`src/sv/sws_pkg.sv`:
```
// Shared types, constants and microcode program for the stack with sum queries.
package sws_pkg;

  // Stack geometry.
  localparam int DEPTH  = 1024;
  localparam int ADDR_W = $clog2(DEPTH);
  localparam int PTR_W  = $clog2(DEPTH + 1);
  localparam int WORD_W = 32;
  localparam int CNT_W  = 11;
  localparam int OP_W   = 3;

  // Command codes.
  localparam logic [OP_W-1:0] OP_PUSH   = 3'd0;
  localparam logic [OP_W-1:0] OP_PUSH_N = 3'd1;
  localparam logic [OP_W-1:0] OP_POP    = 3'd2;
  localparam logic [OP_W-1:0] OP_POP_N  = 3'd3;
  localparam logic [OP_W-1:0] OP_SUM    = 3'd4;

  // Microcode addresses.
  typedef enum logic [2:0] {
    U_FETCH,
    U_PUSH,
    U_POP,
    U_SUM,
    U_EMIT
  } upc_t;

  // Jump conditions; when the condition is false the step repeats.
  typedef enum logic [2:0] {
    C_ALWAYS,
    C_DISPATCH,
    C_PUSH_END,
    C_POP_END,
    C_OUT_TAKEN
  } cond_t;

  // Datapath controls of one step.
  typedef struct packed {
    logic accept;
    logic push;
    logic pop;
    logic ld_total;
    logic emit;
  } ctrl_t;

  // One control word.
  typedef struct packed {
    cond_t cond;
    upc_t  target;
    ctrl_t ctl;
  } uword_t;

  // Datapath status seen by the sequencer.
  typedef struct packed {
    logic            in_fire;
    logic [OP_W-1:0] op;
    logic            cnt_zero;
    logic            full;
    logic            empty;
    logic            out_fire;
  } status_t;

  // The program: fetch, push loop, pop loop, sum load and result hand-off.
  function automatic uword_t urom(upc_t pc);
    uword_t w;
    w = '{cond: C_ALWAYS, target: U_FETCH, ctl: '0};
    unique case (pc)
      U_FETCH: w = '{cond: C_DISPATCH,  target: U_FETCH,
                     ctl: '{accept: 1'b1, default: 1'b0}};
      U_PUSH:  w = '{cond: C_PUSH_END,  target: U_FETCH,
                     ctl: '{push: 1'b1, default: 1'b0}};
      U_POP:   w = '{cond: C_POP_END,   target: U_EMIT,
                     ctl: '{pop: 1'b1, default: 1'b0}};
      U_SUM:   w = '{cond: C_ALWAYS,    target: U_EMIT,
                     ctl: '{ld_total: 1'b1, default: 1'b0}};
      U_EMIT:  w = '{cond: C_OUT_TAKEN, target: U_FETCH,
                     ctl: '{emit: 1'b1, default: 1'b0}};
      default: w = '{cond: C_ALWAYS,    target: U_FETCH, ctl: '0};
    endcase
    return w;
  endfunction

  // Entry point of each command; unknown commands go straight back to fetch.
  function automatic upc_t dispatch(logic [OP_W-1:0] op);
    upc_t pc;
    unique case (op) inside
      OP_PUSH, OP_PUSH_N: pc = U_PUSH;
      OP_POP, OP_POP_N:   pc = U_POP;
      OP_SUM:             pc = U_SUM;
      default:            pc = U_FETCH;
    endcase
    return pc;
  endfunction

endpackage

```
`src/sv/sws_seq.sv`:
```
// Microcode sequencer: step counter, program table and conditional jumps.
module sws_seq (
  input  logic             clk,
  input  logic             rst,
  input  sws_pkg::status_t status,
  output sws_pkg::ctrl_t   ctrl
);
  import sws_pkg::*;

  upc_t   upc;
  upc_t   upc_next;
  uword_t uw;
  logic   taken;

  // Step counter.
  always_ff @(posedge clk) begin
    if (rst) begin
      upc <= U_FETCH;
    end else begin
      upc <= upc_next;
    end
  end

  // Decode the current control word and pick the next step.
  always_comb begin
    uw   = urom(upc);
    ctrl = uw.ctl;
    unique case (uw.cond)
      C_ALWAYS:    taken = 1'b1;
      C_DISPATCH:  taken = status.in_fire;
      C_PUSH_END:  taken = status.cnt_zero || status.full;
      C_POP_END:   taken = status.cnt_zero || status.empty;
      C_OUT_TAKEN: taken = status.out_fire;
      default:     taken = 1'b1;
    endcase
    if (!taken) begin
      upc_next = upc;
    end else if (uw.cond == C_DISPATCH) begin
      upc_next = dispatch(status.op);
    end else begin
      upc_next = uw.target;
    end
  end

endmodule

```
`config.mk`:
```
export PLATFORM = sky130hd
export DESIGN_NAME = sws_seq
export DESIGN_NICKNAME = d
export VERILOG_FILES = /design/src/sv/sws_pkg.sv /design/src/sv/sws_seq.sv
export SDC_FILE = /design/constraint.sdc
export NUM_CORES = 1
export LEC_CHECK = 0
export ABC_CLOCK_PERIOD_IN_PS = 2310
export BUFFER_PORTS_ARGS = -buffer_cell sky130_fd_sc_hd__buf_4
export CAP_MARGIN = 20
export CORE_AREA = 2 2 39 41
export DETAILED_ROUTE_END_ITERATION = 8
export DIE_AREA = 0 0 41 43
export SLEW_MARGIN = 30
export SYNTH_ARGS = -nofsm -noshare
export SYNTH_HDL_FRONTEND = slang
export SYNTH_SLANG_ARGS = --single-unit
export TNS_END_PERCENT = 100
```
`constraint.sdc`:
```
create_clock -name clk -period 2.31 [get_ports clk]
set_input_delay 0.1155 -clock clk [delete_from_list [all_inputs] [get_ports clk]]
set_output_delay 0.1155 -clock clk [all_outputs]
set_load 0.01 [all_outputs]
```
## Yosys cells after proc, flatten, opt, wreduce, memory -nomap -nowiden

Cells that the tools add are included.

| operators by class | value |
|---|---|
| equal/unequal tests | 12 |
| multiplexer cells | 4 |
| reduce and logical (&&, ||, !) cells | 6 |

Operator list:

| cell | number |
|---|---|
| one-hot mux 11 bit (5 select lines) | 1 |
| equality test 3 x 2 -> 1 bit (second input constant) | 6 |
| equality test 3 x 1 -> 1 bit (second input constant) | 3 |
| equality test 3 bit (second input constant) | 3 |
| logical NOT 3 bit | 2 |
| one-hot mux 2 bit (3 select lines) | 1 |
| one-hot mux 1 bit (4 select lines) | 1 |
| OR reduction 2 bit | 2 |
| two-way mux 3 bit | 1 |
| logical OR 1 bit | 2 |

| storage, ports and cells | value |
|---|---|
| register bits after elaboration | 3 |
| input bits | 10 |
| output and inout port bits | 5 |
| logic and storage cells | 23 |

## Logic depth before layout (Yosys ltp)

Gate-level depths: netlist (run 1).

| logic depth | value |
|---|---|
| depth in word-level cells | 4 |
| mapped depth | 5 |

## Worst setup path after synthesis (run 1)

Ideal clock, no wire load.

| timing path | value |
|---|---|
| kind | register to register |
| start | register upc[0] |
| end | register upc[1] |
| arrival | 1.348 ns |
| slack | 0.875 ns |
| stages on the path, launching flop included | 6 |
| path buffers | 1 |
| path through | dfxtp_1 -> buf_6 -> nor3b_2 -> a211oi_1 -> or4b_1 -> o31ai_1 |

| on the way | value |
|---|---|
| cells in the longest elaborated chain, start to end | 4 |
| elaborated cells on any way between the ends | 12 |
| those cells by class | 8 x eq/ne; 3 x mux; 1 x reduce/logical |

RTL lines:

| item | line | source |
|---|---|---|
| start: declaration | sws_seq.sv:10 | `upc_t upc;` |
| start signal: assignment | sws_seq.sv:20 | `upc <= upc_next;` |
| equality test 3 bit (tied with other cells) | sws_pkg.sv:67 | `unique case (pc)` |
| one-hot mux 11 bit (5 select lines) * | sws_pkg.sv:67 |  |
| equality test 3 bit (tied with other cells) | sws_seq.sv:28 | `unique case (uw.cond)` |
| one-hot mux 1 bit (4 select lines) or two-way mux 3 bit (tied branches) | sws_seq.sv:28, sws_seq.sv:38 |  |

Mark *: on every way between the ends. The rest lies on a longest branch, timed or not.
A chain may end at the register's enable or synchronous reset.

## Worst setup path in the final report (run 1)

Same ends and word-level chain as after synthesis.

==> results of run 1 <==
metrics by stage:
stage	cells	util	instance area (um^2)	hold slack (ps)	setup WS (ps)
CTS	65	0.2929	405.4	99.27	760.8
global placement	61	0.2740	379.1	356.0	813.0
floorplan	33	-	272.8	216.3	874.6
finish	65	0.2929	405.4	102.9	763.6
detailed placement	61	0.2740	379.1	352.9	767.8
global route	65	0.2929	405.4	107.5	666.9
Yosys cell counts:
| library cell | instances |
|---|---|
| nor2_1 | 6 |
| a21oi_1 | 1 |
| nand2b_1 | 3 |
| inv_1 | 2 |
| nor4b_4 | 1 |
| dfxtp_1 | 3 |
| or4_1 | 1 |
| or4b_1 | 1 |
| mux2i_1 | 2 |
| nand2_1 | 2 |
| o31ai_1 | 3 |
| buf_4 | 1 |
| nor3b_1 | 1 |
| a211oi_1 | 2 |
| xnor2_1 | 1 |
| buf_6 | 1 |
| nor3b_2 | 1 |
| nor3_1 | 1 |
path summary, 6_finish.rpt:
kind                  startpoint                   to  slack, ps  cells after the start
max          upc[0]$_SDFFE_PP0P_  upc[1]$_SDFFE_PP0P_        760                      4
min                          rst  upc[0]$_SDFFE_PP0P_        100                      2
max reg2reg  upc[0]$_SDFFE_PP0P_  upc[1]$_SDFFE_PP0P_        760                      4
min reg2reg  upc[1]$_SDFFE_PP0P_  upc[2]$_SDFFE_PP0P_        690                      2
metal layers:
metal	vias up	global-route usage	part of all wire
met4	0	0.08000	0.030
met1	134	0.1022	0.40
met3	2	0.03141	0.041
met5	-	0	0
li1	150	-	-
met2	6	0.1250	0.52
final cells by class:
cell class | count | area, um^2
Multi-Input combinational cell | 26 | 186.4
Inverter | 2 | 7.507
Sequential cell | 3 | 60.06
Timing Repair Buffer | 14 | 105.1
Clock buffer | 4 | 26.28
Fill cell | 151 | 978.4
Tap cell | 16 | 20.02
worst register-to-register path, delay by kind of cell, from the launching register on:
family / cells / cell delay (ps)
AOI/OAI and AO/OA: 2 / 160
and+or+nand+nor: 2 / 760
DFF: 1 / 520
kinds of logic (layout without fill, tap and decap cells):
| family | count (synthesis) | in the layout | share of synthesized area |
|---|---|---|---|
| compound gates | 6 | 6 | 0.1559 |
| xor+xnor | 1 | 1 | 0.03212 |
| buf+inv | 4 | 20 | 0.09635 |
| flops | 3 | 3 | 0.2202 |
| mux | 2 | 2 | 0.07340 |
| simple gates | 17 | 17 | 0.4220 |
report_power, final:
part | total [mW] | switching [mW] | internal (mW)
Combinational | 0.138 | 0.0657 | 0.0721
Clock | 0.0979 | 0.0328 | 0.0651
Sequential | 0.0888 | 0.0263 | 0.0625
Total | 0.324 | 0.125 | 0.200
==> out/summary.txt, run 1 <==
Status: complete, no violations
RePlAce Congestion: 0.7755
Clock sinks: 3
Synth warnings: 0
Clock Tree Buf Depth: 2
Sequential share of the synthesized area: 0.2202
Worst-Margin Slew: 354.5 ps
Most common cell after layout, fill and taps aside: buf_4
Reg clk slew, reported paths: 40 ps
Starting Density: 0.1971
Cell taking the most area after synthesis: dfxtp_1
Distinct cells, synth: 18
Cell row count: 14
Final setup violation count: 0
Slew margin rel.: 0.7634
Ports: 15
Routed len/inst: 9.323 um
DIE WIDTH: 41 um
Pwr Density: 800.4 nW/um^2
Number of global-route vias before repair: 254
Max cap viols: 0
Antenna-violating nets left: 0
Critical Path End Type: register
Core area: 1384 um^2
Fin crit period: 1546 ps
Seq cells post-synth: 3
Pin count of the biggest net entering global routing: 10
Post-Synthesis Cells: 33
Delay-heaviest family, CP: simple AND/OR/NAND/NOR gates
Cell area after synthesis: 272.8 um^2
Commonest non-fill, non-tap cells in the layout: 14 x buf_4, 6 x nor2_1
CP startpoint kind: register
Nets: 60
Total GRT Usage: 0.09018
Setup bufs post-CTS: 0
WP data required: 2460 ps
Clock latency on the worst-skew pair: 240 ps
Max reg flops: 3
Largest reg by FF count: upc
TritonCTS Buffers: 3
Crit-path cells: nor3b_2 > a211oi_1 > or4b_1 > o31ai_1
CP peak stage delay: 520 ps
Full die area: 1763 um^2
Gr ovfl total: 0
Setup_tns: 0 ps
Fraction of layout cells with a size suffix above 1: 0.3878
CTS Hold Buffers Added: 0
CP max stage cell: dfxtp_1
Initial antenna violation count: 0
CTS root buf: clkbuf_4
Fin. Hold Viols: 0
Iteration-0 DRC Markers: 5
CP Buf/Inv Count: 0
DRC viols: 0
Total chip power: 0.3245 mW
DRT Wirelength: 606 um
TritonCTS clock tree: done
Routed vias: 292
HPWL after DPL: 483.7 um
Final period utilization: 0.6694
Arrival @ worst endpoint: 1700 ps
Unrepaired setup endpoints after global routing: no
Via density: 4.492
DR pass1 iterations: 4
Layout Area Growth over Synthesis: 48.62%
First-pass GRT wire length: 1021 um
Final Max Slew Viols: 0
Top flop regs: upc x3
Leakage: 0.1696 nW
Synth top area cells: dfxtp_1 22%, nor4b_4 8.7%, nor2_1 8.3%, o31ai_1 8.3%, mux2i_1 7.3%
N_diodes: 0
Die height: 43 um
Crit path kind: register to register
Mapped Nets: 43
Post-CTS Resized: 0
Crit path max fanout: 9
HP Class: input port to register
CTS H-Tree Depth: 1
Fin Clk Skew: 6.007 ps
F_max: 0.6467 GHz
Syn_area_per_cell: 8.266 um^2
Yosys top cell area share: 0.2202
Max rail drop VDD: 0.2345 mV
PortBufs: 14
Note: power is estimated with default switching activity, not from simulation.
==> run 2, diff against run 1 <==
--- a/config.mk
+++ b/config.mk
@@ -5,7 +5,7 @@
 export SDC_FILE = /design/constraint.sdc
 export NUM_CORES = 1
 export LEC_CHECK = 0
-export ABC_CLOCK_PERIOD_IN_PS = 2310
+export ABC_CLOCK_PERIOD_IN_PS = 1390
 export BUFFER_PORTS_ARGS = -buffer_cell sky130_fd_sc_hd__buf_4
 export CAP_MARGIN = 20
 export CORE_AREA = 2 2 39 41
==> constraint.sdc (replaced) <==
create_clock -name clk -period 1.39 [get_ports clk]
set_input_delay 0.0695 -clock clk [delete_from_list [all_inputs] [get_ports clk]]
set_output_delay 0.0695 -clock clk [all_outputs]
set_load 0.01 [all_outputs]
==> run 2 against run 1 <==
Power is 85% higher. Cell count is 6.2% higher. Highest routed layer unchanged. Core utilization is 4.0 points higher. Critical path type unchanged.
==> out/summary.txt, run 2 (same netlist as run 1, synthesis figures left out) <==
CTS H-Tree Depth: 1 (unchanged)
Final period utilization: 0.9902 (+0.3207)
Clock sinks: 3 (unchanged)
Commonest non-fill, non-tap cells in the layout: 18 x buf_4, 5 x nor2_1, 3 x nand2b_1, 3 x o31ai_1, 3 x clkbuf_4
Initial antenna violation count: 0 (unchanged)
Clock Tree Buf Depth: 2 (unchanged)
Via density: 4.478 (-0.31%)
Hold Crit Endpoint: upc[2]$_SDFFE_PP0P_
Clock latency on the worst-skew pair: 230 ps (about the same)
Max cap viols: 0 (unchanged)
Status: complete, no violations
Filler Cell Count: 145 (-4.0%)
Antenna-violating nets left: 0 (unchanged)
Cell row count: 14 (unchanged)
N_diodes: 0 (unchanged)
Reg-to-reg critical path startpoint: upc[0]$_SDFFE_PP0P_
Post-place setup slack: -59.69 ps (-827.5 ps)
CP startpoint kind: register
Internal reg-to-reg setup slack: 10 ps (-750 ps)
Critical Path Start: upc[0]$_SDFFE_PP0P_
Fin Clk Skew: 1.016 ps (-4.991 ps)
DR pass1 iterations: 4 (unchanged)
Total chip power: 0.6003 mW (+85%)
Unrepaired setup endpoints after global routing: yes
Reg clk slew, reported paths: 40 ps (about the same)
Max reg flops: 3 (unchanged)
Multi-input logic area: 205.2 um^2 (+10%)
Gr ovfl total: 0 (unchanged)
Leakage: 0.1945 nW (+15%)
Crit path kind: register to register
Hold path cells: 2 (unchanged)
Total GRT Usage: 0.09629 (+0.006109)
Setup_tns: 0 ps (unchanged)
Ports: 15 (unchanged)
Hold path startpoint: rst
Die height: 43 um (unchanged)
DRT Wirelength: 679 um (+12%)
Top flop regs: upc x3
CTS root buf: clkbuf_4
WP data required: 1510 ps (-950 ps)
Hold slack: 67.53 ps (-35.35 ps)
Layout Area Growth over Synthesis: 68.81%
First-pass GRT wire length: 1104 um (+8.1%)
Final Max Slew Viols: 0 (unchanged)
Final setup violation count: 0 (unchanged)
Number of global-route vias before repair: 279 (+9.8%)
F_max: 0.7266 GHz (+12%)
HPWL after DPL: 541.6 um (+12%)
TritonCTS clock tree: done
Final instance area: 460.4 um^2 (+14%)
Pwr Density: 1304 nW/um^2 (+63%)
Crit path max fanout: 5 (-4)
RePlAce Congestion: 0.7752 (about the same)
Most common cell after layout, fill and taps aside: buf_4
Critical Path End Type: register
HP Class: input port to register
PortBufs: 14 (unchanged)
DIE WIDTH: 41 um (unchanged)
Slew margin rel.: 0.7856 (+0.02222)
CTS Hold Buffers Added: 0 (unchanged)
Fraction of layout cells with a size suffix above 1: 0.5472 (+0.1594)
Worst-Margin Slew: 319.2 ps (-35.30 ps)
Routed len/inst: 9.841 um (+5.6%)
Max rail drop VDD: 0.3505 mV (+49%)
Placed cell areas: 420.4 um^2 (+11%)
TritonCTS Buffers: 3 (unchanged)
DRC viols: 0 (unchanged)
Largest reg by FF count: upc
Fin. Hold Viols: 0 (unchanged)
Fin crit period: 1376 ps (-170.1 ps)
Arrival @ worst endpoint: 1500 ps (-200 ps)
Worst-case reg-to-reg path depth: 4 (unchanged)
R2r endpoint: upc[0]$_SDFFE_PP0P_
Full die area: 1763 um^2 (unchanged)
Routed vias: 309 (+5.8%)
Core area: 1384 um^2 (unchanged)
Sequential cell area: 66.31 um^2 (+10%)
Starting Density: 0.1971 (unchanged)
Nets: 64 (+6.7%)
Iteration-0 DRC Markers: 7 (+2)
Final setup margin: 13.66 ps (-749.9 ps)
Pin count of the biggest net entering global routing: 7 (-3)
[run 2: cell count changes in the layout (fill, tap and decap cells not counted), moves of 2 or more]
| cell | before | now |
|---|---|---|
| buf_4 | 14 | 18 |
| a211oi_2 | 0 | 2 |
| a211oi_1 | 2 | 0 |
| dfxtp_2 | 0 | 2 |
| dfxtp_1 | 3 | 0 |
[run 2: how the worst max path moves through the flow]
stage / end / cells past startpoint
floorplan: upc[1]$_SDFFE_PP0P_ / 5
global placement: upc[0]$_SDFFE_PP0P_ / 4
detailed placement: upc[1]$_SDFFE_PP0P_ / 4
CTS: upc[1]$_SDFFE_PP0P_ / 5
global route: upc[1]$_SDFFE_PP0P_ / 4
finish: upc[0]$_SDFFE_PP0P_ / 4
[run 2: metal layers]
metal	part of all wire	up-vias	global-route usage	routed length, um
met3	0.066	2	0.03141	45
met5	0	-	0	0
met4	0.027	0	0.1000	18
met1	0.41	140	0.1090	275
met2	0.50	10	0.1281	340
li1	-	157	-	-
[run 2: stage by stage]
| stage | std cells | utilization |
|---|---|---|
| after floorplan | 33 | - |
| after global placement | 65 | 0.3038 |
| after detailed placement | 65 | 0.3038 |
| after CTS | 69 | 0.3291 |
| after global routing | 69 | 0.3327 |
| final | 69 | 0.3327 |
[run 2: worst max-delay path, stage by stage, from the launching register on]
cell,delay (ps)
dfxtp_4,360
nor4b_4,280
a211oi_2,70
or4_1,470
o31ai_1,90
[run 2: report_power, final]
group / leakage [nW] / switching (mW) / internal [mW]
sequential: 0.0261 / 0.0371 / 0.110
combinational: 0.153 / 0.138 / 0.164
clock: 0.0150 / 0.0443 / 0.108
[run 2: cell type report]
| type | instances | share of cell area |
|---|---|---|
| Clock buffer | 4 | 0.05707 |
| Inverter | 2 | 0.01630 |
| Multi-Input combinational cell | 26 | 0.4457 |
| Sequential cell | 3 | 0.1440 |
| Tap cell | 16 | 0.04348 |
| Timing Repair Buffer | 18 | 0.2935 |
[run 2: repair_timing]
item | 4_1_cts | 5_1_grt
endpoints found under the setup margin | 2 | 3
pin swaps | 0 | 1
setup buffers | 0 | 0
gates resized for setup | 4 | 2
==> run 3, diff against run 2 <==
--- a/config.mk
+++ b/config.mk
@@ -5,10 +5,11 @@
 export SDC_FILE = /design/constraint.sdc
 export NUM_CORES = 1
 export LEC_CHECK = 0
-export ABC_CLOCK_PERIOD_IN_PS = 1390
+export ABC_CLOCK_PERIOD_IN_PS = 1600
 export BUFFER_PORTS_ARGS = -buffer_cell sky130_fd_sc_hd__buf_4
 export CAP_MARGIN = 20
 export CORE_AREA = 2 2 39 41
+export CTS_CLUSTER_DIAMETER = 200
 export DETAILED_ROUTE_END_ITERATION = 8
 export DIE_AREA = 0 0 41 43
 export SLEW_MARGIN = 30
==> constraint.sdc (replaced) <==
create_clock -name clk -period 1.6 [get_ports clk]
set_input_delay 0.08 -clock clk [delete_from_list [all_inputs] [get_ports clk]]
set_output_delay 0.08 -clock clk [all_outputs]
set_load 0.01 [all_outputs]
==> run 3 against run 2 <==
Core utilization down 3.3 points. Die area unchanged. First-iteration DRC count fell by 29%. Design area decreased by 9.8%. Flip-flop and latch count unchanged. Clock power decreased by 11%. Clock skew about the same. Highest routed layer unchanged.
==> out/summary.txt, run 3 (same netlist as run 1, synthesis figures left out) <==
Crit path max fanout: 7 (+2)
Reg-to-reg critical path startpoint: upc[2]$_SDFFE_PP0P_
Final period utilization: 0.9028 (-0.08736)
Finished Core Util: 0.3002 (-0.03255)
Setup_tns: 0 ps (unchanged)
HPWL after DPL: 545.3 um (+0.68%)
CP max stage cell: or4b_1
Worst-case reg-to-reg path depth: 4 (unchanged)
CP Buf/Inv Count: 0 (unchanged)
Final Max Slew Viols: 0 (unchanged)
Final setup margin: 155.5 ps (+141.8 ps)
Total chip power: 0.4768 mW (-21%)
Crit-path cells: nor4b_4 > a211oi_1 > or4b_1 > o31ai_1
Core area: 1384 um^2 (unchanged)
Arrival @ worst endpoint: 1590 ps (+90 ps)
Fraction of layout cells with a size suffix above 1: 0.4400 (-0.1072)
Cells after DPL: 62 (-4.6%)
Iteration-0 DRC Markers: 5 (-2)
Routed vias: 299 (-3.2%)
Hold slack: 66.19 ps (-1.338 ps)
Routed len/inst: 10.05 um (+2.1%)
Gr ovfl total: 0 (unchanged)
Full die area: 1763 um^2 (unchanged)
Pin count of the biggest net entering global routing: 9 (+2)
Placed cell areas: 386.6 um^2 (-8.0%)
HP Class: input port to register
Logic pwr share: 0.446 (-0.056)
CP startpoint kind: register
Reg clk slew, reported paths: 40 ps (about the same)
Initial antenna violation count: 0 (unchanged)
Clock latency on the worst-skew pair: 240 ps (about the same)
Layout Area Growth over Synthesis: 52.29%
Delay-heaviest family, CP: simple AND/OR/NAND/NOR gates
Pwr Density: 1148 nW/um^2 (-12%)
Number of global-route vias before repair: 308 (+10%)
Final setup violation count: 0 (unchanged)
Ports: 15 (unchanged)
DR pass1 iterations: 4 (unchanged)
Fin. Hold Viols: 0 (unchanged)
CP peak stage delay: 510 ps (+40 ps)
Cell row count: 14 (unchanged)
Max reg flops: 3 (unchanged)
Via density: 4.530 (+1.2%)
Final instance area: 415.4 um^2 (-9.8%)
Hold path cells: 2 (unchanged)
Critical Path End Type: register
DIE WIDTH: 41 um (unchanged)
Switching power: 0.1786 mW (-18%)
Max rail drop VDD: 0.3659 mV (+4.4%)
Most common cell after layout, fill and taps aside: buf_4
Largest reg by FF count: upc
PortBufs: 14 (unchanged)
Hold Crit Endpoint: upc[0]$_SDFFE_PP0P_
Post-place setup slack: 96.30 ps (+156.0 ps)
Nets: 61 (-4.7%)
WP data required: 1750 ps (+240 ps)
Internal power: 0.2982 mW (-22%)
DRC viols: 0 (unchanged)
Commonest non-fill, non-tap cells in the layout: 15 x buf_4, 6 x nor2_1, 3 x nand2b_1, 3 x o31ai_1, 3 x clkbuf_4
DRT Wirelength: 663 um (-2.4%)
N_diodes: 0 (unchanged)
Sequential power share: 0.269 (+0.024)
Multi-input logic area: 186.4 um^2 (-9.1%)
CTS H-Tree Depth: 1 (unchanged)
Total GRT Usage: 0.09920 (+0.002910)
CTS root buf: clkbuf_4
Status: complete, no violations
Unrepaired setup endpoints after global routing: no
TritonCTS Buffers: 3 (unchanged)
Hold path startpoint: rst
Clk pwr share: 0.285 (+0.032)
Internal reg-to-reg setup slack: 160 ps (+140 ps)
Filler Cell Count: 147 (+1.4%)
Antenna-violating nets left: 0 (unchanged)
Fin Clk Skew: 0.7564 ps (-0.2596 ps)
Leakage: 0.1758 nW (-9.6%)
R2r endpoint: upc[1]$_SDFFE_PP0P_
First-pass GRT wire length: 1159 um (+5.0%)
Net Sw Frac: 0.3746 (+0.009608)
Sequential cell area: 62.56 um^2 (-5.7%)
Clock sinks: 3 (unchanged)
Max cap viols: 0 (unchanged)
Starting Density: 0.1971 (unchanged)
RePlAce Congestion: 0.7428 (-4.2%)
Top flop regs: upc x3
Fin crit period: 1444 ps (+68.16 ps)
Crit path kind: register to register
Worst-Margin Slew: 367.5 ps (+48.39 ps)
Slew margin rel.: 0.7535 (-0.03210)
F_max: 0.6923 GHz (-4.7%)
Die height: 43 um (unchanged)
Clock Tree Buf Depth: 2 (unchanged)
TritonCTS clock tree: done
Final cell count without fillers: 66 (-4.3%)
[run 3: cell type report]
class	count	area share
multi-input cells	26	0.4488
inverters	2	0.01807
clock buffers	4	0.06325
flip-flops and latches	3	0.1506
repair buffers	15	0.2711
well taps	16	0.04819
[run 3: power groups by stage]
stage               sequential, mW  combinational, mW  clock, mW
finish                       0.128              0.213      0.136
global route                 0.135              0.238      0.146
CTS                          0.126              0.215      0.142
detailed placement           0.127              0.214          0
global placement             0.127              0.211          0
floorplan                   0.0987              0.167          0
[run 3: worst max-delay path by stage]
stage	start	to	slack (ps)	depth (start not counted)
CTS	upc[0]$_SDFFE_PP0P_	upc[0]$_SDFFE_PP0P_	80	5
global route	upc[2]$_SDFFE_PP0P_	upc[1]$_SDFFE_PP0P_	40	4
floorplan	upc[0]$_SDFFE_PP0P_	upc[1]$_SDFFE_PP0P_	160	5
finish	upc[2]$_SDFFE_PP0P_	upc[1]$_SDFFE_PP0P_	160	4
detailed placement	upc[0]$_SDFFE_PP0P_	upc[0]$_SDFFE_PP0P_	100	5
global placement	upc[0]$_SDFFE_PP0P_	upc[1]$_SDFFE_PP0P_	120	4
[run 3: what timing repair did]
| action | in CTS | in global routing |
|---|---|---|
| endpoints found under the hold margin | 0 | 0 |
| gates resized for setup | 0 | 2 |
| hold buffers | 0 | 0 |
| setup endpoints to repair | 0 | 3 |
| setup buffers | 0 | 0 |
[run 3: layer usage]
| layer | vias to the layer above | wire length (um) | track usage |
|---|---|---|---|
| met5 | - | 0 | 0 |
| met4 | 0 | 17 | 0.1000 |
| met3 | 2 | 22 | 0 |
| met2 | 8 | 383 | 0.1656 |
| met1 | 139 | 240 | 0.09904 |
| li1 | 150 | - | - |
